===== src/hw/rtl/nlt_pkg.sv =====
// Package for the node liveness table: request, response and table entry types,
// action and status codes, and the controller/datapath command and status structs.
// No dependencies.
`timescale 1ns / 1ps

package nlt_pkg;

   localparam logic [1:0] ACT_REGISTER  = 2'd0;
   localparam logic [1:0] ACT_HEARTBEAT = 2'd1;
   localparam logic [1:0] ACT_QUIT      = 2'd2;

   localparam logic [2:0] STATUS_REGISTERED = 3'd0;
   localparam logic [2:0] STATUS_FULL       = 3'd1;
   localparam logic [2:0] STATUS_IN_TIME    = 3'd2;
   localparam logic [2:0] STATUS_DEAD       = 3'd3;
   localparam logic [2:0] STATUS_NOT_FOUND  = 3'd4;
   localparam logic [2:0] STATUS_QUIT_DONE  = 3'd5;

   localparam logic [31:0] TOLERANCE_RESET = 32'd10;

   typedef struct packed {
      logic [1:0]  action;
      logic [31:0] node_ip;
      logic [15:0] node_port;
      logic [31:0] msg_time;
   } req_type;

   typedef struct packed {
      logic [2:0] status;
      logic [3:0] entry_index;
      logic       entry_live;
   } rsp_type;

   typedef struct packed {
      logic [31:0] addr;
      logic [15:0] port;
      logic [31:0] stamp;
      logic        alive;
   } entry_type;

   typedef enum logic [1:0] {
      S_IDLE,
      S_SCAN,
      S_FINISH
   } state_type;

   typedef struct packed {
      logic       load_req;
      logic       scan_start;
      logic       scan_step;
      logic       commit;
      logic [2:0] status;
   } ctl_cmd_type;

   typedef struct packed {
      logic full;
      logic hit;
      logic miss;
      logic late;
      logic out_free;
   } dp_status_type;

endpackage


===== src/hw/rtl/node_liveness_table_unit.sv =====
// Top level of the node liveness table: heartbeat liveness monitor over a node table.
// Depends on nlt_pkg, nlt_ctrl, nlt_datapath (which holds nlt_ram).
//
// Usage:
//   req_* carries one message (register, heartbeat, quit); it is taken when req_valid
//   is high and req_stall low. rsp_* returns exactly one response per request under
//   the same valid/stall rule. csr_wr_en/csr_wr_data write the tolerance register;
//   the user writes it only while no request is in flight; the block does not check.
// Request flow:
//   A register or unknown action goes from acceptance to the finish state. A
//   heartbeat or quit scans the table one entry per cycle through the entry RAM read
//   port until a match or the end of the used entries, then finishes. One request is
//   in work at a time; the next is taken in the idle state, which the controller
//   enters as the response is loaded into the output register.
// Reset:
//   Synchronous, active high. The table empties (entry count zero), tolerance
//   returns to 10, no response is pending. The RAM itself is not cleared.
// Receiver stall:
//   The response register holds its value; a finished request waits in the
//   controller until the register frees, while new requests are stalled.
`timescale 1ns / 1ps

module node_liveness_table_unit #(
   parameter int MAX_NODES = 16
) (
   input  logic             clock,
   input  logic             reset,
   input  logic             req_valid,
   output logic             req_stall,
   input  nlt_pkg::req_type req_data,
   output logic             rsp_valid,
   input  logic             rsp_stall,
   output nlt_pkg::rsp_type rsp_data,
   input  logic             csr_wr_en,
   input  logic [31:0]      csr_wr_data
);
   nlt_pkg::ctl_cmd_type   cmd;
   nlt_pkg::dp_status_type dp_status;

   nlt_ctrl u_ctrl (
      .clock      (clock),
      .reset      (reset),
      .req_valid  (req_valid),
      .req_action (req_data.action),
      .req_stall  (req_stall),
      .dp_status  (dp_status),
      .cmd        (cmd)
   );

   nlt_datapath #(
      .MAX_NODES (MAX_NODES)
   ) u_datapath (
      .clock       (clock),
      .reset       (reset),
      .req_data    (req_data),
      .csr_wr_en   (csr_wr_en),
      .csr_wr_data (csr_wr_data),
      .cmd         (cmd),
      .dp_status   (dp_status),
      .rsp_valid   (rsp_valid),
      .rsp_stall   (rsp_stall),
      .rsp_data    (rsp_data)
   );

   a_commit_free: assert property (@(posedge clock) disable iff (reset)
      cmd.commit |-> dp_status.out_free)
      else $error("response committed while output register busy");

   a_busy_after_accept: assert property (@(posedge clock) disable iff (reset)
      (req_valid && !req_stall) |=> req_stall)
      else $error("request accepted while previous one still in work");

   a_hit_miss_excl: assert property (@(posedge clock) disable iff (reset)
      cmd.scan_step |-> !(dp_status.hit && dp_status.miss))
      else $error("scan reports hit and miss together");

   a_commit_single: assert property (@(posedge clock) disable iff (reset)
      cmd.commit |=> !cmd.commit)
      else $error("two commits for one request");

endmodule


===== src/hw/rtl/nlt_ram.sv =====
// Generic single write port, single read port RAM with registered read data.
// No dependencies.
`timescale 1ns / 1ps

module nlt_ram #(
   parameter int WIDTH = 81,
   parameter int DEPTH = 16
) (
   input  logic                                     clock,
   input  logic                                     wr_en,
   input  logic [$clog2(DEPTH > 1 ? DEPTH : 2)-1:0] wr_addr,
   input  logic [WIDTH-1:0]                         wr_data,
   input  logic                                     rd_en,
   input  logic [$clog2(DEPTH > 1 ? DEPTH : 2)-1:0] rd_addr,
   output logic [WIDTH-1:0]                         rd_data
);
   logic [WIDTH-1:0] mem_ff [DEPTH];
   logic [WIDTH-1:0] rd_data_ff;

   always_ff @(posedge clock) begin
      if (wr_en) begin
         mem_ff[wr_addr] <= wr_data;
      end
      if (rd_en) begin
         rd_data_ff <= mem_ff[rd_addr];
      end
   end

   assign rd_data = rd_data_ff;

endmodule


===== src/hw/rtl/nlt_ctrl.sv =====
// Controller state machine for the node liveness table.
// Depends on nlt_pkg.
`timescale 1ns / 1ps

module nlt_ctrl (
   input  logic                  clock,
   input  logic                  reset,
   input  logic                  req_valid,
   input  logic [1:0]            req_action,
   output logic                  req_stall,
   input  nlt_pkg::dp_status_type dp_status,
   output nlt_pkg::ctl_cmd_type  cmd
);
   nlt_pkg::state_type state_ff, state_in;
   logic [1:0] action_ff, action_in;
   logic       found_ff, found_in;
   logic [2:0] status_sel;

   always_ff @(posedge clock) begin
      if (reset) begin
         state_ff  <= nlt_pkg::S_IDLE;
         action_ff <= nlt_pkg::ACT_REGISTER;
         found_ff  <= 1'b0;
      end else begin
         state_ff  <= state_in;
         action_ff <= action_in;
         found_ff  <= found_in;
      end
   end

   always_comb begin
      case (action_ff)
         nlt_pkg::ACT_REGISTER:
            status_sel = dp_status.full ? nlt_pkg::STATUS_FULL : nlt_pkg::STATUS_REGISTERED;
         nlt_pkg::ACT_HEARTBEAT:
            status_sel = !found_ff ? nlt_pkg::STATUS_NOT_FOUND :
                         dp_status.late ? nlt_pkg::STATUS_DEAD : nlt_pkg::STATUS_IN_TIME;
         nlt_pkg::ACT_QUIT:
            status_sel = found_ff ? nlt_pkg::STATUS_QUIT_DONE : nlt_pkg::STATUS_NOT_FOUND;
         default:
            status_sel = nlt_pkg::STATUS_NOT_FOUND;
      endcase
   end

   always_comb begin
      state_in       = state_ff;
      action_in      = action_ff;
      found_in       = found_ff;
      req_stall      = 1'b1;
      cmd            = '0;
      cmd.status     = status_sel;
      unique case (state_ff)
         nlt_pkg::S_IDLE: begin
            req_stall = 1'b0;
            if (req_valid) begin
               cmd.load_req = 1'b1;
               action_in    = req_action;
               found_in     = 1'b0;
               if (req_action == nlt_pkg::ACT_HEARTBEAT || req_action == nlt_pkg::ACT_QUIT) begin
                  cmd.scan_start = 1'b1;
                  state_in       = nlt_pkg::S_SCAN;
               end else begin
                  state_in = nlt_pkg::S_FINISH;
               end
            end
         end
         nlt_pkg::S_SCAN: begin
            cmd.scan_step = 1'b1;
            if (dp_status.hit) begin
               found_in = 1'b1;
               state_in = nlt_pkg::S_FINISH;
            end else if (dp_status.miss) begin
               state_in = nlt_pkg::S_FINISH;
            end
         end
         nlt_pkg::S_FINISH: begin
            if (dp_status.out_free) begin
               cmd.commit = 1'b1;
               state_in   = nlt_pkg::S_IDLE;
            end
         end
         default: begin
            state_in = nlt_pkg::S_IDLE;
         end
      endcase
   end

endmodule


===== src/hw/rtl/nlt_datapath.sv =====
// Datapath for the node liveness table: request and tolerance registers, entry count,
// scan pointer and compare stage, entry RAM and response register.
// Depends on nlt_pkg and nlt_ram.
`timescale 1ns / 1ps

module nlt_datapath #(
   parameter int MAX_NODES = 16
) (
   input  logic                   clock,
   input  logic                   reset,
   input  nlt_pkg::req_type       req_data,
   input  logic                   csr_wr_en,
   input  logic [31:0]            csr_wr_data,
   input  nlt_pkg::ctl_cmd_type   cmd,
   output nlt_pkg::dp_status_type dp_status,
   output logic                   rsp_valid,
   input  logic                   rsp_stall,
   output nlt_pkg::rsp_type       rsp_data
);
   localparam int IDX_W = (MAX_NODES > 1) ? $clog2(MAX_NODES) : 1;
   localparam int CNT_W = $clog2(MAX_NODES + 1);
   localparam int ENTRY_W = $bits(nlt_pkg::entry_type);
   localparam logic [CNT_W-1:0] CNT_MAX = CNT_W'(MAX_NODES);
   localparam logic [CNT_W-1:0] CNT_ONE = CNT_W'(1);

   nlt_pkg::req_type   req_ff;
   logic [31:0]        tolerance_ff;
   logic [CNT_W-1:0]   count_ff, count_in;
   logic [CNT_W-1:0]   scan_ptr_ff, scan_ptr_in;
   logic               chk_valid_ff, chk_valid_in;
   logic [IDX_W-1:0]   chk_idx_ff;
   logic [IDX_W-1:0]   hit_idx_ff;
   logic [31:0]        hit_time_ff;
   logic               hit_alive_ff;
   logic               rsp_valid_ff, rsp_valid_in;
   nlt_pkg::rsp_type   rsp_ff, rsp_in;

   logic               issue_ok;
   logic               hit;
   logic               rd_en;
   logic               wr_en;
   logic [IDX_W-1:0]   wr_addr;
   nlt_pkg::entry_type wr_entry;
   nlt_pkg::entry_type rd_entry;
   logic [ENTRY_W-1:0] rd_bits;
   logic [31:0]        gap;
   logic               out_free;

   nlt_ram #(
      .WIDTH (ENTRY_W),
      .DEPTH (MAX_NODES)
   ) u_table (
      .clock   (clock),
      .wr_en   (wr_en),
      .wr_addr (wr_addr),
      .wr_data (wr_entry),
      .rd_en   (rd_en),
      .rd_addr (scan_ptr_ff[IDX_W-1:0]),
      .rd_data (rd_bits)
   );

   assign rd_entry = nlt_pkg::entry_type'(rd_bits);
   assign issue_ok = scan_ptr_ff < count_ff;
   assign hit      = chk_valid_ff && rd_entry.addr == req_ff.node_ip
                     && rd_entry.port == req_ff.node_port;
   assign rd_en    = cmd.scan_step && issue_ok && !hit;
   assign gap      = req_ff.msg_time - hit_time_ff;
   assign out_free = !rsp_valid_ff || !rsp_stall;

   always_comb begin
      dp_status.full     = count_ff == CNT_MAX;
      dp_status.hit      = hit;
      dp_status.miss     = !chk_valid_ff && !issue_ok;
      dp_status.late     = gap > tolerance_ff;
      dp_status.out_free = out_free;
   end

   always_comb begin
      scan_ptr_in  = scan_ptr_ff;
      chk_valid_in = chk_valid_ff;
      if (cmd.scan_start) begin
         scan_ptr_in  = '0;
         chk_valid_in = 1'b0;
      end else if (cmd.scan_step) begin
         chk_valid_in = rd_en;
         if (rd_en) begin
            scan_ptr_in = scan_ptr_ff + CNT_ONE;
         end
      end
   end

   always_comb begin
      wr_en          = 1'b0;
      wr_addr        = hit_idx_ff;
      wr_entry.addr  = req_ff.node_ip;
      wr_entry.port  = req_ff.node_port;
      wr_entry.stamp = req_ff.msg_time;
      wr_entry.alive = 1'b0;
      count_in       = count_ff;
      rsp_in         = rsp_ff;
      rsp_valid_in   = rsp_valid_ff && rsp_stall;
      if (cmd.commit) begin
         rsp_valid_in       = 1'b1;
         rsp_in.status      = cmd.status;
         rsp_in.entry_index = 4'(hit_idx_ff);
         rsp_in.entry_live  = 1'b0;
         case (cmd.status)
            nlt_pkg::STATUS_REGISTERED: begin
               wr_en              = 1'b1;
               wr_addr            = count_ff[IDX_W-1:0];
               wr_entry.alive     = 1'b1;
               count_in           = count_ff + CNT_ONE;
               rsp_in.entry_index = 4'(count_ff[IDX_W-1:0]);
               rsp_in.entry_live  = 1'b1;
            end
            nlt_pkg::STATUS_IN_TIME: begin
               wr_en             = 1'b1;
               wr_entry.alive    = hit_alive_ff;
               rsp_in.entry_live = hit_alive_ff;
            end
            nlt_pkg::STATUS_DEAD: begin
               wr_en = 1'b1;
            end
            nlt_pkg::STATUS_QUIT_DONE: begin
               wr_en          = 1'b1;
               wr_entry.stamp = hit_time_ff;
            end
            default: begin
               rsp_in.entry_index = '0;
            end
         endcase
      end
   end

   always_ff @(posedge clock) begin
      if (reset) begin
         tolerance_ff <= nlt_pkg::TOLERANCE_RESET;
         count_ff     <= '0;
         scan_ptr_ff  <= '0;
         chk_valid_ff <= 1'b0;
         rsp_valid_ff <= 1'b0;
      end else begin
         if (csr_wr_en) begin
            tolerance_ff <= csr_wr_data;
         end
         count_ff     <= count_in;
         scan_ptr_ff  <= scan_ptr_in;
         chk_valid_ff <= chk_valid_in;
         rsp_valid_ff <= rsp_valid_in;
      end
   end

   always_ff @(posedge clock) begin
      if (cmd.load_req) begin
         req_ff <= req_data;
      end
      chk_idx_ff <= scan_ptr_ff[IDX_W-1:0];
      if (cmd.scan_step && hit) begin
         hit_idx_ff   <= chk_idx_ff;
         hit_time_ff  <= rd_entry.stamp;
         hit_alive_ff <= rd_entry.alive;
      end
      rsp_ff <= rsp_in;
   end

   assign rsp_valid = rsp_valid_ff;
   assign rsp_data  = rsp_ff;

endmodule


===== config.mk =====
export PLATFORM = sky130hd
export DESIGN_NAME = node_liveness_table_unit
export DESIGN_NICKNAME = d
export VERILOG_FILES = /design/src/hw/rtl/nlt_pkg.sv /design/src/hw/rtl/node_liveness_table_unit.sv /design/src/hw/rtl/nlt_ram.sv /design/src/hw/rtl/nlt_ctrl.sv /design/src/hw/rtl/nlt_datapath.sv
export SDC_FILE = /design/constraint.sdc
export NUM_CORES = 2
export LEC_CHECK = 0
export ABC_CLOCK_PERIOD_IN_PS = 11500
export BUFFER_PORTS_ARGS = -buffer_cell sky130_fd_sc_hd__buf_4
export CAP_MARGIN = 20
export CORE_ASPECT_RATIO = 1.75
export CORE_UTILIZATION = 40
export CTS_BUF_LIST = sky130_fd_sc_hd__clkbuf_4 sky130_fd_sc_hd__clkbuf_8 sky130_fd_sc_hd__clkbuf_16
export DETAILED_ROUTE_END_ITERATION = 10
export SYNTH_ARGS = -nofsm -noshare
export SYNTH_HDL_FRONTEND = slang
export SYNTH_HIERARCHICAL = 1
export SYNTH_SLANG_ARGS = --single-unit

===== constraint.sdc =====
create_clock -name clock -period 11.5 [get_ports clock]
set_clock_uncertainty 0.05 [all_clocks]
set_input_delay 0 -clock clock [delete_from_list [all_inputs] [get_ports clock]]
set_output_delay 0 -clock clock [all_outputs]
set_load 0.02 [all_outputs]

======== Word level (Yosys, flattened, before mapping) ========
Memory sizes are Yosys's and may differ from the RTL's. A register that Yosys moved wholly into a read port is not among the register bits.
Index checks and enable logic that the tools add are counted.
storage, ports and cells
  bits in registers ....................... 178
  memories ................................ 1
  output and inout port bits .............. 10
  logic and storage cells ................. 98
  memory bits (writable) .................. 1,296
  bits of input ports ..................... 119
memories
  memory                     depth  width  rd ports  clocked after Yosys merged registers in  write ports  RTL line       text
  u_datapath.u_table.mem_ff  16     81     1         1                                        1            nlt_ram.sv:17  logic [WIDTH-1:0] mem_ff [DEPTH];
cells by class
  reductions and logical operators ........ 26
  eq/ne operators ......................... 16
  $add $sub $neg .......................... 3
  magnitude comparators ................... 2
  multiplexer cells ....................... 32
operators by type and width
  cell                                                                      number
  33-bit 2-to-1 mux                                                         1
  32-bit equality test                                                      1
  32-bit > comparator                                                       1
  32-bit 2-to-1 mux                                                         1
  32-bit subtractor                                                         1
  16-bit equality test                                                      1
  1-bit 2-to-1 mux                                                          15
  2-bit 2-to-1 mux                                                          7
  5-bit by 1-bit adder with 5-bit output (second input constant)            2
  3-bit case mux with 3 select lines                                        1
  4-bit 2-to-1 mux                                                          2
  4-bit case mux with 2 select lines                                        1
  1-bit logical AND                                                         7
  2-bit by 1-bit equality test with 1-bit output (second input constant)    3
  2-bit equality test (second input constant)                               3
  3-bit by 2-bit equality test with 1-bit output (second input constant)    2
  2-bit case mux with 3 select lines                                        1
  2-bit AND reduction                                                       3
  3-bit AND reduction                                                       2
  5-bit equality test (second input constant)                               1
  1-bit zero test                                                           5
  5-bit < comparator                                                        1
  2-bit zero test                                                           2
  2-bit by 1-bit inequality test with 1-bit output (second input constant)  2
  other kinds (11)                                                          13

======== Longest topological paths before layout ========
  depth after elaboration ................. 11
  mapped depth ............................ 26
  gate-level depth less buffers ........... 26

======== By module ========
The synthesis kept the hierarchy.
modules (own cells, without submodules)
  module        instances  sequential area each (sq um)  area each (sq um)  cells each
  nlt_ram       1          41,349.7                      50,875.0           2,078
  nlt_datapath  1          4,714.5                       9,096.2            830
  nlt_ctrl      1          100.1                         300.3              37

======== Least setup slack after synthesis ========
OpenSTA, ideal clock, no wires.
  path type ............................... reg2reg
  from .................................... register u_datapath/req_ff[6] in the netlist's numbering
  to ...................................... memory u_datapath.u_table.mem_ff[0][0], enable pin
  buffers on the path ..................... 0
  path slack .............................. 45 ps
  setup time .............................. 620 ps
  required time ........................... 10,830 ps
  data arrival time ....................... 10,785 ps
  stages on the path, launching flop included .. 23
  period minus slack after synthesis ...... 11,455 ps
  path through ............................ edfxtp_1 -> ha_1 -> a2111o_1 -> o21ai_1 -> o221ai_1 -> a21o_1 -> a31oi_1 -> xnor2_1 -> ha_1 -> a21o_1 -> a21o_1 -> a21oi_1 -> o21ai_0 -> a211o_1 -> o221ai_1 -> a21oi_1 -> nand3b_1 -> o21ai_0 -> a32o_1 -> nor4b_2 -> mux2_2 -> or3b_1 -> nor3_1
RTL lines
  element                   RTL line             text
  start: declaration        nlt_datapath.sv:26   nlt_pkg::req_type req_ff;
  start signal: assignment  nlt_datapath.sv:155  req_ff <= req_data;
  end: declaration          nlt_ram.sv:17

==> flow_summary.toml <==
[flow_run]
drv_cap = 0

[synthesis]
ys_seq_area_share_pct = 76.59
synthXorXnorAreaFrac_pct = 1.177
synth-edff-count = 1502
syn_inst = 2945
syn_avg_cell_area_sq_um = 20.47
synth_fp_nets = 3135
synth_top_area_share_pct = 74.83
syn_area_sq_um = 60270
yosys_warnings = 6
synth_top_family_by_area = "multiplexers"
ys_ff_latch = 1555
synth_compound_gate_area_share_pct = 3.928
yosysUniqueCellTypes = 60
synthFlopType = "edfxtp_1"
yosys-top-cells-area = "edfxtp_1, mux4_2, a22oi_1, dfxtp_1, ha_1"
synth.area.mux_share_pct = 12.80
synthAdderAreaFrac_pct = 1.486
synth-simple-area-share_pct = 2.381
synth_area_leader_cell = "edfxtp_1"
ys_async_sr_fraction_pct = 0

[floorplan]
die_h_um = 515.5
core-area_sq_um = 149800
start_util_pct = 40.22
rows = 188
num_io_pins = 129
die_x_um = 295.4
die-area_sq_um = 152300

[grt]
antenna_found_initial = 2
grt_pass1_wl_um = 199000
grt_max_degree = 133
overflow = 0
grt_usage_pct = 17.67
grt_pass1_vias = 31990

[detailed_routing]
drt-total-wl_um = 133200
wl_per_cell_um = 23.78
drt-pass1-iter-count = 7
ant_nets = 0
first_iter_violations = 2004
via_count = 29840
vias_per_cell = 5.327
drc = 0

[clock_network]
path_clk_slew_ns = 0.06
cts_made_buffers = 143
cts_tree = "done"
cts_buffer_depth = 3
cts-htree-levels = 4
root_buffer = "clkbuf_16"
clkSinkCount = 1555
clock_latency_ns = 0.77

[final_layout]
final_area_sq_um = 71590
instances_no_fill = 5601
drive_gt1_share_pct = 22.95
nFillCells = 12320
fin_nets = 3678
final_common_cell = "edfxtp_1"
area_growth_pct = 18.78
mostFrequentLayoutCells = "edfxtp_1, mux4_2, dlygate4sd3_1, buf_4, a22oi_1"

[sta]
fin_crit_sh_pct = 73.43
hold_viol_final = 0
setup_viol_count_final = 0
period_minus_slack_ns = 8.444
setup_tns_ns = 0
drv_slew = 0
rsz0062_at_grt = "false"
relSlewSlack_pct = 23.78
max_freq_mhz = 118.4
tightest_slew_ns = 1.136

[pwr]
ir_drop_mv = 0.1397
internal_power_uw = 9099
p_leak_uw = 0.02301
p_comb_share_pct = 4.3
swShare_pct = 20.94
p_clk_share_pct = 40.4
seqPwrFrac_pct = 55.3
total_power_uw = 11510
p_per_area_nw_per_um2 = 160.8
power.net_switching_uw = 2410

[place]
gp_congestion = 0.7882
dpl.cell_count = 5034
dpl.hpwl_um = 73700
dpl_cell_area_sq_um = 63970
port_buffers = 128

[worst_setup_path]
cp.buffers_inverters = 2
endpoint_kind = "flip-flop"
cp.required_ns = 11.82
crit_family = "compound AO/OA/AOI/OAI gates"
r2r_start = "u_datapath/req_ff[6]$_DFFE_PP_"
path_cells = "ha_1 -> a2111o_1 -> o21ai_1 -> o221a_2 -> o211ai_1 -> a21oi_1 -> xnor2_1 -> ha_1 -> a21o_1 -> a21o_1 -> a21oi_1 -> o21ai_0 -> a211o_1 -> o221ai_1 -> a21oi_1 -> nand3b_1 -> o21ai_0 -> a32o_1 -> nor4b_2 -> mux2_2 -> or3b_1 -> nor3_2 -> buf_4 -> buf_4"
cpMostUsedCell = "a21oi_1"
crit_type = "reg -> reg"
reg2regPathDepth = 24
path_max_fanout = 54
ff2ff_setup_slack_ns = 3.06
rr_endpoint = "u_datapath/u_table/mem_ff[0][25]$_DFFE_PP_"
start_kind = "flip-flop"
crit_cells = 24
slowest_stage = "nor4b_2"
worstSetupStartpoint = "u_datapath/req_ff[6]$_DFFE_PP_"
crit_path_max_incr_delay_ns = 0.88
endpoint = "u_datapath/u_table/mem_ff[0][25]$_DFFE_PP_"
crit_arrival_ns = 8.76

[hold_path]
hp-class = "in -> reg"
whs_path_depth = 5

[outcome]
outcome = "finished clean"
## routing by layer
| metal | global-route usage (%) | part of all wire (%) | up-vias |
|---|---|---|---|
| met5 | 0 | 0 | - |
| met4 | 5.132 | 2.3 | 0 |
| met3 | 2.304 | 4.1 | 194 |
| met2 | 32.46 | 54 | 699 |
| met1 | 21.46 | 40 | 15790 |
| li1 | - | - | 13150 |
## sequential cells by signal, summed over array words and instances (netlist names)
name and count:
u_datapath/u_table/rd_data 81, u_datapath/tolerance_ff 32, u_datapath/u_table/mem_ff 1296, u_datapath/req_ff 80
u_datapath/chk_valid_ff 1, u_datapath/rsp_valid 1, u_datapath/count_ff 5, u_datapath/hit_time_ff 32
u_datapath/hit_alive_ff 1, u_datapath/hit_idx_ff 4, u_datapath/rsp_data 8, u_ctrl/action_ff 2
u_datapath/scan_ptr_ff 5, u_datapath/chk_idx_ff 4, u_ctrl/state_ff 2, u_ctrl/found_ff 1
## repair_timing
action	4_1_cts	5_1_grt
hold endpoints to repair	137	0
resized for setup	0	0
endpoints found under the setup margin	0	0
buffers inserted	0	0
hold buffers	299	0
## worst min-delay path by stage
| stage | from | endpoint |
|---|---|---|
| after floorplan | reset | u_ctrl/found_ff$_SDFFE_PP0P_ |
| after global placement | req_data[75] | u_datapath/req_ff[75]$_DFFE_PP_ |
| after detailed placement | req_data[67] | u_datapath/req_ff[67]$_DFFE_PP_ |
| final | req_data[81] | u_ctrl/state_ff[1]$_SDFFE_PP0P_ |
| after global routing | req_data[81] | u_ctrl/state_ff[1]$_SDFFE_PP0P_ |
| after CTS | req_data[81] | u_ctrl/state_ff[1]$_SDFFE_PP0P_ |
## power by group through the flow
stage                     clock (uW)  sequential (uW)  combinational, uW
after CTS                       4780             6370                492
after floorplan                    0             6480                222
after global placement             0             6480                399
after detailed placement           0             6490                407
final                           4650             6360                491
after global routing            4960             6370                538
## stage by stage
stage	worst slack [ns]	hold WS [ns]	util, %
floorplan	0.04497	0.01907	-
global placement	3.184	0.1277	42.68
detailed placement	3.080	0.1295	42.69
CTS	3.042	0.03138	47.74
global route	2.627	0.07465	47.78
finish	3.056	0.08694	47.78
## worst reg2reg max path, stage by stage (launching register included)
cell and delay, ns:
edfxtp_1 0.39, ha_1 0.38, a2111o_1 0.43, o21ai_1 0.43, o221a_2 0.37, o211ai_1 0.15
a21oi_1 0.20, xnor2_1 0.15, ha_1 0.28, a21o_1 0.16, a21o_1 0.17, a21oi_1 0.15
o21ai_0 0.10, a211o_1 0.29, o221ai_1 0.30, a21oi_1 0.19, nand3b_1 0.13, o21ai_0 0.09
a32o_1 0.30, nor4b_2 0.88, mux2_2 0.45, or3b_1 0.54, nor3_2 0.16, buf_4 0.46
buf_4 0.78
## final cells by class
cell class	count	area, sq um	share of cell area [%]
Sequential cell	1555	46170	64.49
Antenna cell	3	7.507	0.01049
Multi-Input combinational cell	1177	13260	18.52
Clock inverter	86	694.4	0.9700
Tap cell	1995	2496	3.487
Timing Repair Buffer	526	4763	6.653
Inverter	85	319.1	0.4457
Clock buffer	174	3881	5.421
## cell usage after synthesis, types with 7 or more instances
cell type     n
a21o_1       19
a21oi_1      42
a22oi_1     166
and2_1        7
buf_1        15
buf_2        25
buf_4        17
buf_6        12
clkbuf_1     59
dfxtp_1      53
edfxtp_1   1502
ha_1         70
inv_1        85
mux2i_1      35
mux4_2      324
nand2_1     146
nand2b_1      7
nand3_1      13
nand4_1      21
nor2_1       76
nor3_1       13
o211ai_1      9
o21a_1       12
o21ai_0      61
xnor2_1      68
xor2_1       13
## logic make-up after synthesis
logic type / Yosys count
XOR/XNOR: 81
multiplexers: 365
AO/OA/AOI/OAI: 345
buffers and inverters: 213
adder cells (fa/ha/maj): 71
flip-flops: 1555
AND/OR/NAND/NOR: 315
(Power assumes the default switching activity.)
